## src/hdl/ubxfb_pkg.sv

```systemverilog
// Package for the UBX frame builder: sync constants, register indexes,
// result burst sizing and the Fletcher-8 update function. No dependencies.
`timescale 1ns / 1ps
`default_nettype none

package ubxfb_pkg;

    localparam logic [7:0] SYNC_FIRST  = 8'hB5;
    localparam logic [7:0] SYNC_SECOND = 8'h62;

    localparam int BURST_MAX = 8;
    localparam int CNT_W     = $clog2(BURST_MAX + 1);

    localparam int CFG_ADDR_W = 2;
    localparam int CFG_DATA_W = 16;

    typedef enum logic [CFG_ADDR_W-1:0] {
        CFG_MSG_CLASS      = 2'd0,
        CFG_MSG_ID         = 2'd1,
        CFG_PAYLOAD_LENGTH = 2'd2,
        CFG_UNUSED         = 2'd3
    } t_cfg_idx;

    typedef enum logic {
        MODE_START   = 1'b0,
        MODE_PAYLOAD = 1'b1
    } t_mode;

    typedef struct packed {
        logic [7:0] a;
        logic [7:0] b;
    } t_sum;

    localparam logic [7:0]        RST_MSG_CLASS = 8'd10;
    localparam logic [7:0]        RST_MSG_ID    = 8'd9;
    localparam logic [CNT_W-1:0]  CNT_HEADER    = CNT_W'(6);
    localparam logic [CNT_W-1:0]  CNT_FULL      = CNT_W'(8);
    localparam logic [CNT_W-1:0]  CNT_TAIL      = CNT_W'(3);
    localparam logic [CNT_W-1:0]  CNT_ONE       = CNT_W'(1);

    function automatic t_sum fletcher_add(input t_sum s, input logic [7:0] x);
        t_sum r;
        r.a = s.a + x;
        r.b = s.b + r.a;
        return r;
    endfunction

endpackage

`default_nettype wire

```

## src/hdl/ubx_frame_builder_core.sv

```systemverilog
// Top level of the UBX frame builder: frame state, checksum and result burst.
// Depends on ubxfb_pkg.
`timescale 1ns / 1ps
`default_nettype none

// Usage: items enter on i_in_valid/o_in_ready with i_mode and i_data_byte.
// A start item (mode 0) yields the sync bytes, class, id and the little-endian
// length, followed by ck_a and ck_b when the length is zero. A payload item
// (mode 1) yields its byte, and ck_a and ck_b after the last payload byte.
// A payload item with no open frame yields one result with o_misuse set.
// Results leave one byte per cycle on o_out_valid/i_out_ready while the
// receiver is ready; o_frame_end marks ck_b. An accepted item is turned into
// its whole burst at once, held in an output shift register, so the first
// result appears in the cycle after acceptance. The output port sets the
// rate: an item is taken in the cycle its predecessor's last result is taken,
// so with a ready receiver payload items run at one item per cycle; a start
// item yields six or eight results. o_in_ready depends on i_out_ready.
// Configuration writes on i_cfg_we take effect at the next start item.
// Synchronous reset clears the frame state and restores the register
// defaults. While the receiver stalls, the held result stays unchanged.
module ubx_frame_builder_core (
    input  wire                                   i_clk,
    input  wire                                   i_rst_n,
    input  wire                                   i_cfg_we,
    input  wire  [ubxfb_pkg::CFG_ADDR_W-1:0]      i_cfg_addr,
    input  wire  [ubxfb_pkg::CFG_DATA_W-1:0]      i_cfg_data,
    input  wire                                   i_in_valid,
    output logic                                  o_in_ready,
    input  wire                                   i_mode,
    input  wire  [7:0]                            i_data_byte,
    output logic                                  o_out_valid,
    input  wire                                   i_out_ready,
    output logic [7:0]                            o_tx_byte,
    output logic                                  o_frame_end,
    output logic                                  o_misuse
);
    import ubxfb_pkg::*;

    logic [7:0]       r_msg_class;
    logic [7:0]       r_msg_id;
    logic [15:0]      r_payload_length;

    logic             r_in_frame, n_in_frame;
    logic [15:0]      r_bytes_left, n_bytes_left;
    t_sum             r_sum, n_sum;

    logic [7:0]       r_bytes [BURST_MAX];
    logic [7:0]       n_bytes [BURST_MAX];
    logic [CNT_W-1:0] r_cnt, n_cnt;
    logic             r_end, n_end;
    logic             r_mis, n_mis;

    logic             w_last;
    logic             w_take;
    logic             w_load;
    t_sum             w_s0, w_s1, w_s2, w_s3, w_sp;
    logic [15:0]      w_left_dec;

    assign o_out_valid = (r_cnt != '0);
    assign w_last      = (r_cnt == CNT_ONE);
    assign w_take      = o_out_valid && i_out_ready;
    assign o_in_ready  = !o_out_valid || (w_take && w_last);
    assign w_load      = i_in_valid && o_in_ready;

    assign o_tx_byte   = r_bytes[0];
    assign o_frame_end = r_end && w_last;
    assign o_misuse    = r_mis;

    always_ff @(posedge i_clk) begin
        if (!i_rst_n) begin
            r_msg_class      <= RST_MSG_CLASS;
            r_msg_id         <= RST_MSG_ID;
            r_payload_length <= '0;
        end else if (i_cfg_we) begin
            unique case (t_cfg_idx'(i_cfg_addr))
                CFG_MSG_CLASS:      r_msg_class      <= i_cfg_data[7:0];
                CFG_MSG_ID:         r_msg_id         <= i_cfg_data[7:0];
                CFG_PAYLOAD_LENGTH: r_payload_length <= i_cfg_data[15:0];
                default: ;
            endcase
        end
    end

    always_comb begin
        w_s0       = fletcher_add('0, r_msg_class);
        w_s1       = fletcher_add(w_s0, r_msg_id);
        w_s2       = fletcher_add(w_s1, r_payload_length[7:0]);
        w_s3       = fletcher_add(w_s2, r_payload_length[15:8]);
        w_sp       = fletcher_add(r_sum, i_data_byte);
        w_left_dec = r_bytes_left - 16'd1;
    end

    always_comb begin
        n_in_frame   = r_in_frame;
        n_bytes_left = r_bytes_left;
        n_sum        = r_sum;
        n_bytes      = r_bytes;
        n_cnt        = r_cnt;
        n_end        = r_end;
        n_mis        = r_mis;
        if (w_take) begin
            for (int k = 0; k < BURST_MAX - 1; k++) begin
                n_bytes[k] = r_bytes[k + 1];
            end
            n_cnt = r_cnt - CNT_ONE;
        end
        if (w_load) begin
            n_end = 1'b0;
            n_mis = 1'b0;
            if (t_mode'(i_mode) == MODE_START) begin
                n_bytes[0]   = SYNC_FIRST;
                n_bytes[1]   = SYNC_SECOND;
                n_bytes[2]   = r_msg_class;
                n_bytes[3]   = r_msg_id;
                n_bytes[4]   = r_payload_length[7:0];
                n_bytes[5]   = r_payload_length[15:8];
                n_bytes[6]   = w_s3.a;
                n_bytes[7]   = w_s3.b;
                n_sum        = w_s3;
                n_bytes_left = r_payload_length;
                if (r_payload_length == '0) begin
                    n_cnt      = CNT_FULL;
                    n_end      = 1'b1;
                    n_in_frame = 1'b0;
                end else begin
                    n_cnt      = CNT_HEADER;
                    n_in_frame = 1'b1;
                end
            end else if (!r_in_frame) begin
                n_bytes[0] = '0;
                n_cnt      = CNT_ONE;
                n_mis      = 1'b1;
            end else begin
                n_bytes[0]   = i_data_byte;
                n_bytes[1]   = w_sp.a;
                n_bytes[2]   = w_sp.b;
                n_sum        = w_sp;
                n_bytes_left = w_left_dec;
                if (w_left_dec == '0) begin
                    n_cnt      = CNT_TAIL;
                    n_end      = 1'b1;
                    n_in_frame = 1'b0;
                end else begin
                    n_cnt = CNT_ONE;
                end
            end
        end
    end

    always_ff @(posedge i_clk) begin
        if (!i_rst_n) begin
            r_in_frame   <= 1'b0;
            r_bytes_left <= '0;
            r_sum        <= '0;
            r_cnt        <= '0;
            r_end        <= 1'b0;
            r_mis        <= 1'b0;
        end else begin
            r_in_frame   <= n_in_frame;
            r_bytes_left <= n_bytes_left;
            r_sum        <= n_sum;
            r_cnt        <= n_cnt;
            r_end        <= n_end;
            r_mis        <= n_mis;
        end
    end

    always_ff @(posedge i_clk) begin
        r_bytes <= n_bytes;
    end

    a_misuse_single: assert property (@(posedge i_clk) disable iff (!i_rst_n)
        (o_out_valid && o_misuse) |-> (w_last && !r_end))
        else $error("misuse result is not a lone result");

    a_end_valid: assert property (@(posedge i_clk) disable iff (!i_rst_n)
        o_frame_end |-> (o_out_valid && !o_misuse))
        else $error("frame end without a valid frame byte");

    a_start_sync: assert property (@(posedge i_clk) disable iff (!i_rst_n)
        (w_load && (t_mode'(i_mode) == MODE_START)) |=>
            (o_out_valid && (o_tx_byte == SYNC_FIRST) && !o_misuse))
        else $error("start item did not begin with the first sync byte");

    a_open_frame_left: assert property (@(posedge i_clk) disable iff (!i_rst_n)
        r_in_frame |-> (r_bytes_left != '0))
        else $error("open frame with no payload bytes due");

endmodule

`default_nettype wire
```

## config.mk

```make
export PLATFORM = sky130hd
export DESIGN_NAME = ubx_frame_builder_core
export DESIGN_NICKNAME = d
export VERILOG_FILES = /design/src/hdl/ubxfb_pkg.sv /design/src/hdl/ubx_frame_builder_core.sv
export SDC_FILE = /design/constraint.sdc
export NUM_CORES = 1
export LEC_CHECK = 0
export ABC_CLOCK_PERIOD_IN_PS = 15700
export BUFFER_PORTS_ARGS = -buffer_cell sky130_fd_sc_hd__buf_2
export CORE_ASPECT_RATIO = 0.75
export CORE_MARGIN = 8
export CORE_UTILIZATION = 35
export DETAILED_ROUTE_END_ITERATION = 7
export GPL_TIMING_DRIVEN = 0
export PLACE_DENSITY = 0.52
export SYNTH_ARGS = -nofsm -noshare
export SYNTH_HDL_FRONTEND = slang
export SYNTH_SLANG_ARGS = --single-unit
```

## constraint.sdc

```tcl
create_clock -name i_clk -period 15.7 [get_ports i_clk]
set_clock_uncertainty 0.15 [all_clocks]
set_input_delay 3.14 -clock i_clk [delete_from_list [all_inputs] [get_ports i_clk]]
set_output_delay 3.14 -clock i_clk [all_outputs]
set_load 0.005 [all_outputs]
```

==> impl_results.md, run 1 <==
* Status: finished clean
* Crit path capture type: output port
* Most Frequent Cell on Critical Path: buf_2
* CP startpoint kind: primary input
* Clock tree buffer depth at 2
* Number of routed nets with antenna violations at 0
* Setup TNS Final at 0 ns
* Reg-to-reg startpoint: r_msg_class[1]
* RSZ-0062 raised after global routing: no
* Post-CTS Hold Buffers at 0
* Pre-antenna DRT Iters at 5
* Number of flops mapped to enable cells by yosys at 16
* Max cap viols at 0
* Crit share post-route at 44.7%
* Number of global-route vias before repair at 6816
* Routed len/inst at 20.7 um
* Post-synth design cell area at 0.00805 mm2
* DR iter-0 viols at 571
* Reg-to-reg slack, setup at 9.88 ns
* Clock period minus worst slack at 7.02 ns
* Later-pin clock latency in the skew report at 0.43 ns
* Most frequent cells in the layout: nand2_1, dfxtp_1, nor2_1
* Seq/Total Area, Yosys at 35.6%
* Drc violations at 0
* Start point of the critical path: i_out_ready
* Site Rows at 48
* GRT overflow at 0
* Vias per inst at 5.39
* Detail Route met3 WL at 1.70 mm
* Rel. slew slack at 29.0%
* Pre-CTS setup slack at 8.67 ns
* Crit path DAT at 3.73 ns
* Leading cell type in the layout, fill and taps excluded: nand2_1
* Final setup viols at 0
* CTS tree: yes
* Initial antenna violation count at 0
* Type of the tightest min-delay check: reg -> reg
* Slew @ Worst Pin at 1.06 ns
* Total CTS buffers at 17
* Clock sinks at 135
* Htree depth at 4
* Final Power at 0.00188 W
* Die X-Extent at 191 um
* Core area at 0.0228 mm2
* Worst Path Required at 12.41 ns
* CP max stage delay at 0.17 ns
* Vias at 7202
* M1 wire length at 14.5 mm
* Share of cells above drive strength 1 at 9.45%
* Buf/Inv on CP at 2
* Die footprint at 0.0281 mm2
* Pins Over Slew Limit at 0
* Crit path max-delay family: buffers and inverters
* Post-synth ARST share at 0%
* Hold Startpoint: r_bytes_left[1]
* Placer Congestion at 0.897
* Ordered cell list for the critical path: buf_2 -> a21o_1 -> and2_1 -> buf_2
* Main synth FF type: dfxtp_1
* Metal2 WL at 11.3 mm
* Ant. Diodes at 0
* Final hold vios at 0
* IO Pins at 44
* Final #Nets at 1121
* Largest net degree at the start of global routing at 18
* Hold_ws at 0.320 ns
* Cells after Synth at 962
* P_leak at 3.96 nW
* Slowest-stage cell, CP: and2_1
* First-pass GRT wire length at 42.4 mm
* Syn avg cell area at 8.36 um2
* Clock-pin slew on the worst setup and hold paths at 0.06 ns
* Critical path class: in -> out
* Syn nets at 1059
* #FFs+latches synth at 135
* Yosys warnings at 0
* Distinct cells, synth at 66
* Final WL at 27.7 mm
* Pwr dens at 202 mW/mm2
* IO buf count at 43
* Max Clock Freq at 142 MHz
* Area delta synth->final at 15.3%
* Setup WS post-layout at 8.68 ns
* Post-CTS sizing at 0
* Worst Path Max Fanout at 5
* Postcts setup bufs at 0
* Global Route Usage Sum at 20.0%
* Worst vdd ir at 100 uV
* Clk root buf: clkbuf_16
* Die boundary height at 147 um
* Starting Density at 35.3%
* Post-DP HPWL at 21.3 mm
* Top Layer Used: met4
==> synthesized netlist by cell type, drive strengths merged, types with 4 or more instances <==
library cell | number | area, um2
a31oi | 36 | 225
nand3b | 5 | 37.5
a311oi | 4 | 35.0
nand2 | 172 | 646
o22ai | 11 | 68.8
nand3 | 9 | 45.0
o31ai | 4 | 30.0
a31o | 6 | 52.6
nor4 | 8 | 50.1
o211ai | 8 | 60.1
mux2i | 29 | 290
a21o | 14 | 105
fa | 18 | 360
nand2b | 6 | 37.5
nor3 | 13 | 81.3
and3 | 7 | 43.8
nand4 | 4 | 25.0
xor2 | 15 | 131
a21oi | 71 | 355
o21bai | 5 | 37.5
clkbuf | 48 | 230
nor2b | 4 | 25.0
a22oi | 6 | 45.0
ha | 47 | 588
and2 | 5 | 31.3
edfxtp | 16 | 480
o21ai | 46 | 230
xnor2 | 27 | 236
inv | 43 | 161
buf | 15 | 87.6
dfxtp | 119 | 2380
o21a | 8 | 60.1
a211oi | 14 | 110
nor2 | 83 | 312
==> state kept, by name (all words and copies together), names as in the netlist <==
register / cells
o_misuse: 1
r_cnt: 4
r_in_frame: 1
r_bytes_left: 16
r_payload_length: 16
r_end: 1
r_sum: 16
r_msg_id: 8
r_msg_class: 8
r_bytes: 56
o_tx_byte: 8
==> report_power, final <==
group | switching [W] | internal (W) | leakage (nW)
registers | 0.0000792 | 0.000483 | 1.14
logic | 0.000525 | 0.000345 | 2.52
clock network | 0.000162 | 0.000282 | 0.304
==> path summary, 6_finish.rpt <==
| check | cells past startpoint | end |
|---|---|---|
| setup / recovery | 4 | o_in_ready |
| hold / removal | 2 | r_bytes_left[1] |
| setup reg to reg | 23 | r_sum[7] |
| hold reg to reg | 2 | r_bytes_left[1] |
==> routing by layer <==
metal | vias to the layer above | GRT usage (%)
li1 | 3490 | -
met1 | 3482 | 30.9
met2 | 208 | 27.2
met3 | 22 | 4.22
met4 | 0 | 4.92
met5 | - | 0
==> metrics by stage <==
step | cell area [um2] | util (%) | std cells
floorplan | 8050 | - | 962
global placement | 8640 | 37.9 | 1305
detailed placement | 8640 | 37.9 | 1305
CTS | 9270 | 40.7 | 1337
global route | 9270 | 40.7 | 1337
finish | 9270 | 40.7 | 1337
==> logic make-up (layout without fill, tap and decap cells) <==
kind of cell    count (synthesis)  in the layout  synth area share, %
compound gates                253            253                 20.0
flops                         135            135                 35.6
mux                            29             29                 3.61
fa+ha+maj                      65             65                 11.8
buf+inv                       107            182                 6.00
xor+xnor                       44             44                 5.13
simple gates                  329            329                 17.9
==> worst min-delay path, delay by kind of cell, from the launching register on <==
kind | cells | cell delay [ns]
DFF | 1 | 0.32
and+or+nand+nor | 1 | 0.06
AOI/OAI and AO/OA | 1 | 0.05
==> layout make-up <==
type                       count  area [um2]
fill                        2329       13500
multi-input combinational    720        4700
sequential                   135        2860
clock buffer                  20         437
tap                          300         375
buffer                        63         318
timing repair buffer          43         215
clock inverter                12         200
inverter                      44         165
No activity file was read; power rests on OpenSTA's default activity.
==> run 2, diff against run 1 <==
Settings changed: ABC_CLOCK_PERIOD_IN_PS 15700 to 6400, PLACE_DENSITY 0.52 to 0.53.
Clock period 15.7 ns to 6.4 ns, I/O delays scaled along.
==> run 2 against run 1 <==
Against the previous run: worst setup slack got worse by 8.2 ns; power rose by 140%; largest power group unchanged; utilization fell by 0.34 points.
==> impl_results.md, run 2 (synthesis gave the netlist of run 1 again) <==
* Status: finished clean
* Finished Layout Cells at 1337 (unchanged)
* Most frequent cells in the layout: nand2_1, dfxtp_1, nor2_1
* Cell Int Power at 0.00259 W (+130%)
* Post-CTS sizing at 0 (unchanged)
* R2R depth at 21 (-8.7%)
* Busiest grt layer: met1
* Total CTS buffers at 17 (unchanged)
* IO Pins at 44 (unchanged)
* Initial antenna violation count at 0 (unchanged)
* Area delta synth->final at 14.3%
* Starting Density at 35.3% (unchanged)
* DP Area at 0.00864 mm2 (unchanged)
* First-pass GRT wire length at 41.8 mm (-1.2%)
* GR Layer Usage met3 at 5.54% (+1.3 points)
* Pins Over Slew Limit at 0 (unchanged)
* Ant. Diodes at 0 (unchanged)
* Htree depth at 4 (unchanged)
* Worst vdd ir at 260 uV (+160%)
* Reg-to-reg startpoint: r_msg_class[1]
* Leading cell type in the layout, fill and taps excluded: nand2_1
* RSZ-0062 raised after global routing: no
* Pwr dens at 487 mW/mm2 (+140%)
* Max Clock Freq at 169 MHz
* GRT overflow at 0 (unchanged)
* Number of global-route vias before repair at 6773 (-0.63%)
* Max FFs per register at 56 (unchanged)
* Largest net degree at the start of global routing at 18 (unchanged)
* Min-Delay Endpoint: r_bytes[37]
* Hold Startpoint: r_bytes[29]
* Worst hold stages at 2 (unchanged)
* Largest reg by FF count: r_bytes
* Global Route Usage Sum at 19.8% (-0.19 points)
* CTS tree: yes
* Psw at 0.00189 W (+150%)
* Vias at 7240 (+0.53%)
* Flop pwr share at 30.9% (+0.9 points)
* Met1 Usage GRT at 29.9% (-1.0 points)
* Clock-pin slew on the worst setup and hold paths at 0.06 ns (about the same)
* Slew @ Worst Pin at 1.11 ns (+0.0478 ns)
* Placer Congestion at 0.910 (+1.5%)
* Routed len/inst at 20.8 um (+0.29%)
* Worst Path Max Fanout at 5 (unchanged)
* Type of the tightest min-delay check: reg -> reg
* Critical path class: reg -> reg
* Later-pin clock latency in the skew report at 0.43 ns (about the same)
* Crit path capture type: register
* Postcts setup bufs at 0 (unchanged)
* Number of routed nets with antenna violations at 0 (unchanged)
* Clock tree buffer depth at 2 (unchanged)
* Clock period minus worst slack at 5.92 ns
* Logic pwr share at 47.8% (+1.4 points)
* CP startpoint kind: register
* RR Endpoint: r_bytes[7]
* Clock sinks at 135 (unchanged)
* Switching share of power at 42.2% (+1.4 points)
* Site Rows at 48 (unchanged)
* Max cap viols at 0 (unchanged)
* Reg-to-reg slack, setup at 0.48 ns (-9.40 ns)
* Post-CTS Hold Buffers at 0 (unchanged)
* Final hold vios at 0 (unchanged)
* IO buf count at 43 (unchanged)
* Rel. slew slack at 25.8% (-3.2 points)
* Pre-antenna DRT Iters at 7 (+2)
* Met2 usage at 27.2% (-0.071 points)
* Final WL at 27.8 mm (+0.29%)
* Final #Nets at 1121 (unchanged)
* Clk root buf: clkbuf_16
* Final Power at 0.00448 W (+140%)
* Share of cells above drive strength 1 at 9.64% (+0.19 points)
* Crit share post-route at 92.4%
* Post-DP HPWL at 21.2 mm (-0.10%)
* Share of power burned in the clock network at 21.3% (-2.4 points)
* Core area at 0.0228 mm2 (unchanged)
* Die X-Extent at 191 um (unchanged)
* Worst Path Required at 6.42 ns (-5.99 ns)
* Vias per inst at 5.42 (+0.53%)
* Setup TNS Final at 0 ns (unchanged)
* Die boundary height at 147 um (unchanged)
* Drc violations at 0 (unchanged)
* Final setup viols at 0 (unchanged)
* Crit path DAT at 5.93 ns (+2.20 ns)
* DR iter-0 viols at 635 (+11%)
* Die footprint at 0.0281 mm2 (unchanged)
* P_leak at 3.93 nW (-0.84%)
* Design area at 0.00920 mm2 (-0.82%)
* Inst Count DP at 1305 (unchanged)
-- run 2: cell count changes in the layout (fill, tap and decap cells not counted) --
cell | before | now
inv_6 | 2 | 1
clkbuf_8 | 5 | 7
clkinvlp_4 | 1 | 2
clkinv_1 | 3 | 1
inv_4 | 0 | 1
clkinv_2 | 0 | 2
clkinv_4 | 2 | 3
bufinv_16 | 5 | 1
-- run 2: per-layer routing --
layer	vias to the layer above	wire length (um)
met4	0	332
li1	3491	-
met3	23	2080
met1	3483	14100
met5	-	0
met2	243	11300
-- run 2: worst max-delay path, cell delays in order (launching register included) --
cell,delay [ns]
dfxtp_1,0.60
ha_1,0.32
a21o_1,0.18
a21oi_1,0.17
xnor2_1,0.20
ha_1,0.40
nand2_1,0.06
o21ai_0,0.36
nor2b_1,0.15
ha_1,0.36
o21ai_0,0.10
nand2b_1,0.11
a21o_1,0.19
a21oi_1,0.16
xor2_1,0.53
fa_1,0.51
inv_1,0.07
ha_1,0.28
nand3_1,0.11
nand2_1,0.05
a311oi_1,0.29
xnor3_1,0.31
-- run 2: power by group through the flow --
stage	Combinational, W	Clock, W	Sequential (W)
after detailed placement	0.00211	0	0.00139
after global placement	0.00210	0	0.00139
after floorplan	0.00155	0	0.00131
after global routing	0.00239	0.00101	0.00141
final	0.00214	0.000956	0.00138
after CTS	0.00212	0.000968	0.00137
-- run 2: worst max path at each step --
stage	from	end	slack (ns)	cells past startpoint
4_1_cts	r_msg_class[1]	r_bytes[7]	0.55	21
6_report	r_msg_class[1]	r_bytes[7]	0.48	21
3_3_place_gp	r_msg_class[1]	r_bytes[7]	0.56	21
5_1_grt	r_msg_class[1]	r_sum[7]	0.15	23
2_1_floorplan	r_msg_class[0]	r_bytes[7]	1.50	19
3_5_place_dp	r_msg_class[1]	r_bytes[7]	0.57	21
-- run 2: through the flow --
stage               setup slack (ns)  hold WS [ns]  utilization [%]
global placement               0.557         0.311             37.9
global route                   0.145         0.350             40.4
detailed placement             0.574         0.316             37.9
floorplan                       1.50         0.286                -
finish                         0.484         0.325             40.4
CTS                            0.553         0.327             40.4
-- run 2: area by class of cell --
type / count / area (um2)
fillers: 2321 / 13600
clock inverters: 10 / 96.3
inverters: 44 / 165
plain buffers: 63 / 318
repair buffers: 43 / 215
well taps: 300 / 375
clock buffers: 22 / 464
multi-input cells: 720 / 4700
flip-flops and latches: 135 / 2860
==> run 3, diff against run 2 <==
Settings changed: CTS_CLUSTER_DIAMETER set to 200, PLACE_DENSITY 0.53 to 0.54.
==> run 3 against run 2 <==
Against the previous run: utilization rose by 0.14 points; worst setup slack improved by 0.14 ns; clock power up 6%; wire length about the same; sequential share of layout area is 0.11 points lower; die area did not move; via count increased by 0.77%; sequential cell count unchanged; first-iteration DRC count shrank 4.3%; power grew 1.3%.
==> impl_results.md, run 3 (synthesis gave the netlist of run 1 again) <==
* Postcts setup bufs at 0 (unchanged)
* Worst vdd ir at 243 uV (-6.3%)
* Vias per inst at 5.46 (+0.77%)
* Final setup viols at 0 (unchanged)
* Pwr dens at 492 mW/mm2 (+0.90%)
* Max cap viols at 0 (unchanged)
* Final #Nets at 1121 (unchanged)
* Starting Density at 35.3% (unchanged)
* Later-pin clock latency in the skew report at 0.44 ns (about the same)
* Drc violations at 0 (unchanged)
* Leading cell type in the layout, fill and taps excluded: nand2_1
* DR iter-0 viols at 608 (-4.3%)
* Post-CTS Hold Buffers at 0 (unchanged)
* Final WL at 27.8 mm (about the same)
* Global Route Usage Sum at 20.1% (+0.25 points)
* Setup TNS Final at 0 ns (unchanged)
* Type of the tightest min-delay check: reg -> reg
* Most Frequent Cell on Critical Path: ha_1
* Largest reg by FF count: r_bytes
* Clk root buf: clkbuf_16
* Ordered cell list for the critical path: ha_1 -> fa_1 -> xor2_1 -> ha_1 -> inv_1 -> nor2_1 -> o21ai_0 -> nand2b_1 -> xor2_1 -> ha_1 -> a21oi_1 -> nand3_1 -> xnor2_1 -> fa_1 -> inv_1 -> ha_1 -> o21a_1 -> o31a_1 -> o32ai_1 -> a311oi_1 -> xnor3_1 -> nand2_1 -> a21oi_1
* Worst Path Max Fanout at 5 (unchanged)
* Clock period minus worst slack at 5.78 ns (-0.136 ns)
* Clock tree buffer depth at 2 (unchanged)
* Crit path DAT at 5.96 ns (+0.03 ns)
* Rel. slew slack at 30.2% (+4.3 points)
* Worst Path Required at 6.58 ns (+0.16 ns)
* CTS tree: yes
* Share of cells above drive strength 1 at 9.84% (+0.19 points)
* CP max stage delay at 0.57 ns (-0.03 ns)
* Core area at 0.0228 mm2 (unchanged)
* Die boundary height at 147 um (unchanged)
* Placer Congestion at 0.921 (+1.2%)
* GRT overflow at 0 (unchanged)
* Routed len/inst at 20.8 um (about the same)
* Buf/Inv on CP at 2 (+1)
* Initial antenna violation count at 0 (unchanged)
* Pre-antenna DRT Iters at 8 (+1)
* P_leak at 3.95 nW (+0.39%)
* Crit path capture type: register
* Ant. Diodes at 0 (unchanged)
* Htree depth at 4 (unchanged)
* Site Rows at 48 (unchanged)
* Number of routed nets with antenna violations at 0 (unchanged)
* Area delta synth->final at 14.7%
* Crit path max-delay family: adder cells
* Number of global-route vias before repair at 6900 (+1.9%)
* Most frequent cells in the layout: nand2_1, dfxtp_1, nor2_1
* Post-CTS sizing at 0 (unchanged)
* First-pass GRT wire length at 42.6 mm (+1.9%)
* Finished Layout Cells at 1337 (unchanged)
* Slew @ Worst Pin at 1.05 ns (-0.0649 ns)
* Largest net degree at the start of global routing at 18 (unchanged)
* IO Pins at 44 (unchanged)
* Pins Over Slew Limit at 0 (unchanged)
* Status: finished clean
* Die X-Extent at 191 um (unchanged)
* Clock sinks at 135 (unchanged)
* Final hold vios at 0 (unchanged)
* Clock-pin slew on the worst setup and hold paths at 0.07 ns (about the same)
* Critical path class: reg -> reg
* Crit share post-route at 90.3% (-2.1 points)
* IO buf count at 43 (unchanged)
* CP startpoint kind: register
* Max Clock Freq at 173 MHz (+2.3%)
* Total CTS buffers at 17 (unchanged)
* Post-DP HPWL at 21.3 mm (+0.50%)
* Max FFs per register at 56 (unchanged)
* Die footprint at 0.0281 mm2 (unchanged)
* Inst Count DP at 1305 (unchanged)
* Vias at 7296 (+0.77%)
* RSZ-0062 raised after global routing: no
* Slowest-stage cell, CP: fa_1
run 3: layer usage:
| metal | GRT usage (%) | vias up | wire length, um | part of all wire (%) |
|---|---|---|---|---|
| met5 | 0 | - | 0 | 0 |
| met4 | 3.80 | 0 | 209 | 0.75 |
| met3 | 3.55 | 15 | 1850 | 6.6 |
| met2 | 28.3 | 255 | 11400 | 41 |
| met1 | 31.0 | 3534 | 14400 | 52 |
| li1 | - | 3492 | - | - |
run 3: metrics by stage:
stage               cell area [um2]  utilization (%)  setup slack [ns]  power, W  hold WS [ns]
floorplan                      8050                -              1.50   0.00286         0.286
global placement               8640             37.9             0.691   0.00348         0.312
detailed placement             8640             37.9             0.702   0.00349         0.312
CTS                            9230             40.5             0.682   0.00452         0.323
global route                   9230             40.5             0.250   0.00485         0.333
finish                         9230             40.5             0.620   0.00454         0.324
run 3: tightest hold or removal path: stages, from the launching register on:
cell     delay (ns)
dfxtp_1        0.31
nand2_1        0.05
a31oi_1        0.07
run 3: where the power goes:
part	internal, W	total, W	leakage, nW	switching (W)
sequential	0.00118	0.00138	1.14	0.000193
combinational	0.000847	0.00215	2.52	0.00131
clock	0.000586	0.00101	0.287	0.000423
total	0.00262	0.00454	3.95	0.00192
run 3: area by class of cell:
class | instances | area, um2
Tap cell | 300 | 375
Timing Repair Buffer | 43 | 215
Fill cell | 2340 | 13500
Multi-Input combinational cell | 720 | 4700
Inverter | 44 | 165
Clock inverter | 14 | 164
Buffer | 63 | 318
Clock buffer | 18 | 429
Sequential cell | 135 | 2860
run 3: path summary, 6_finish.rpt:
path,startpoint,end,slack (ns),cells past startpoint
min,r_bytes[27],r_bytes[35],0.32,2
max,r_msg_class[0],r_sum[7],0.62,23
max reg2reg,r_msg_class[0],r_sum[7],0.62,23
min reg2reg,r_bytes[27],r_bytes[35],0.32,2
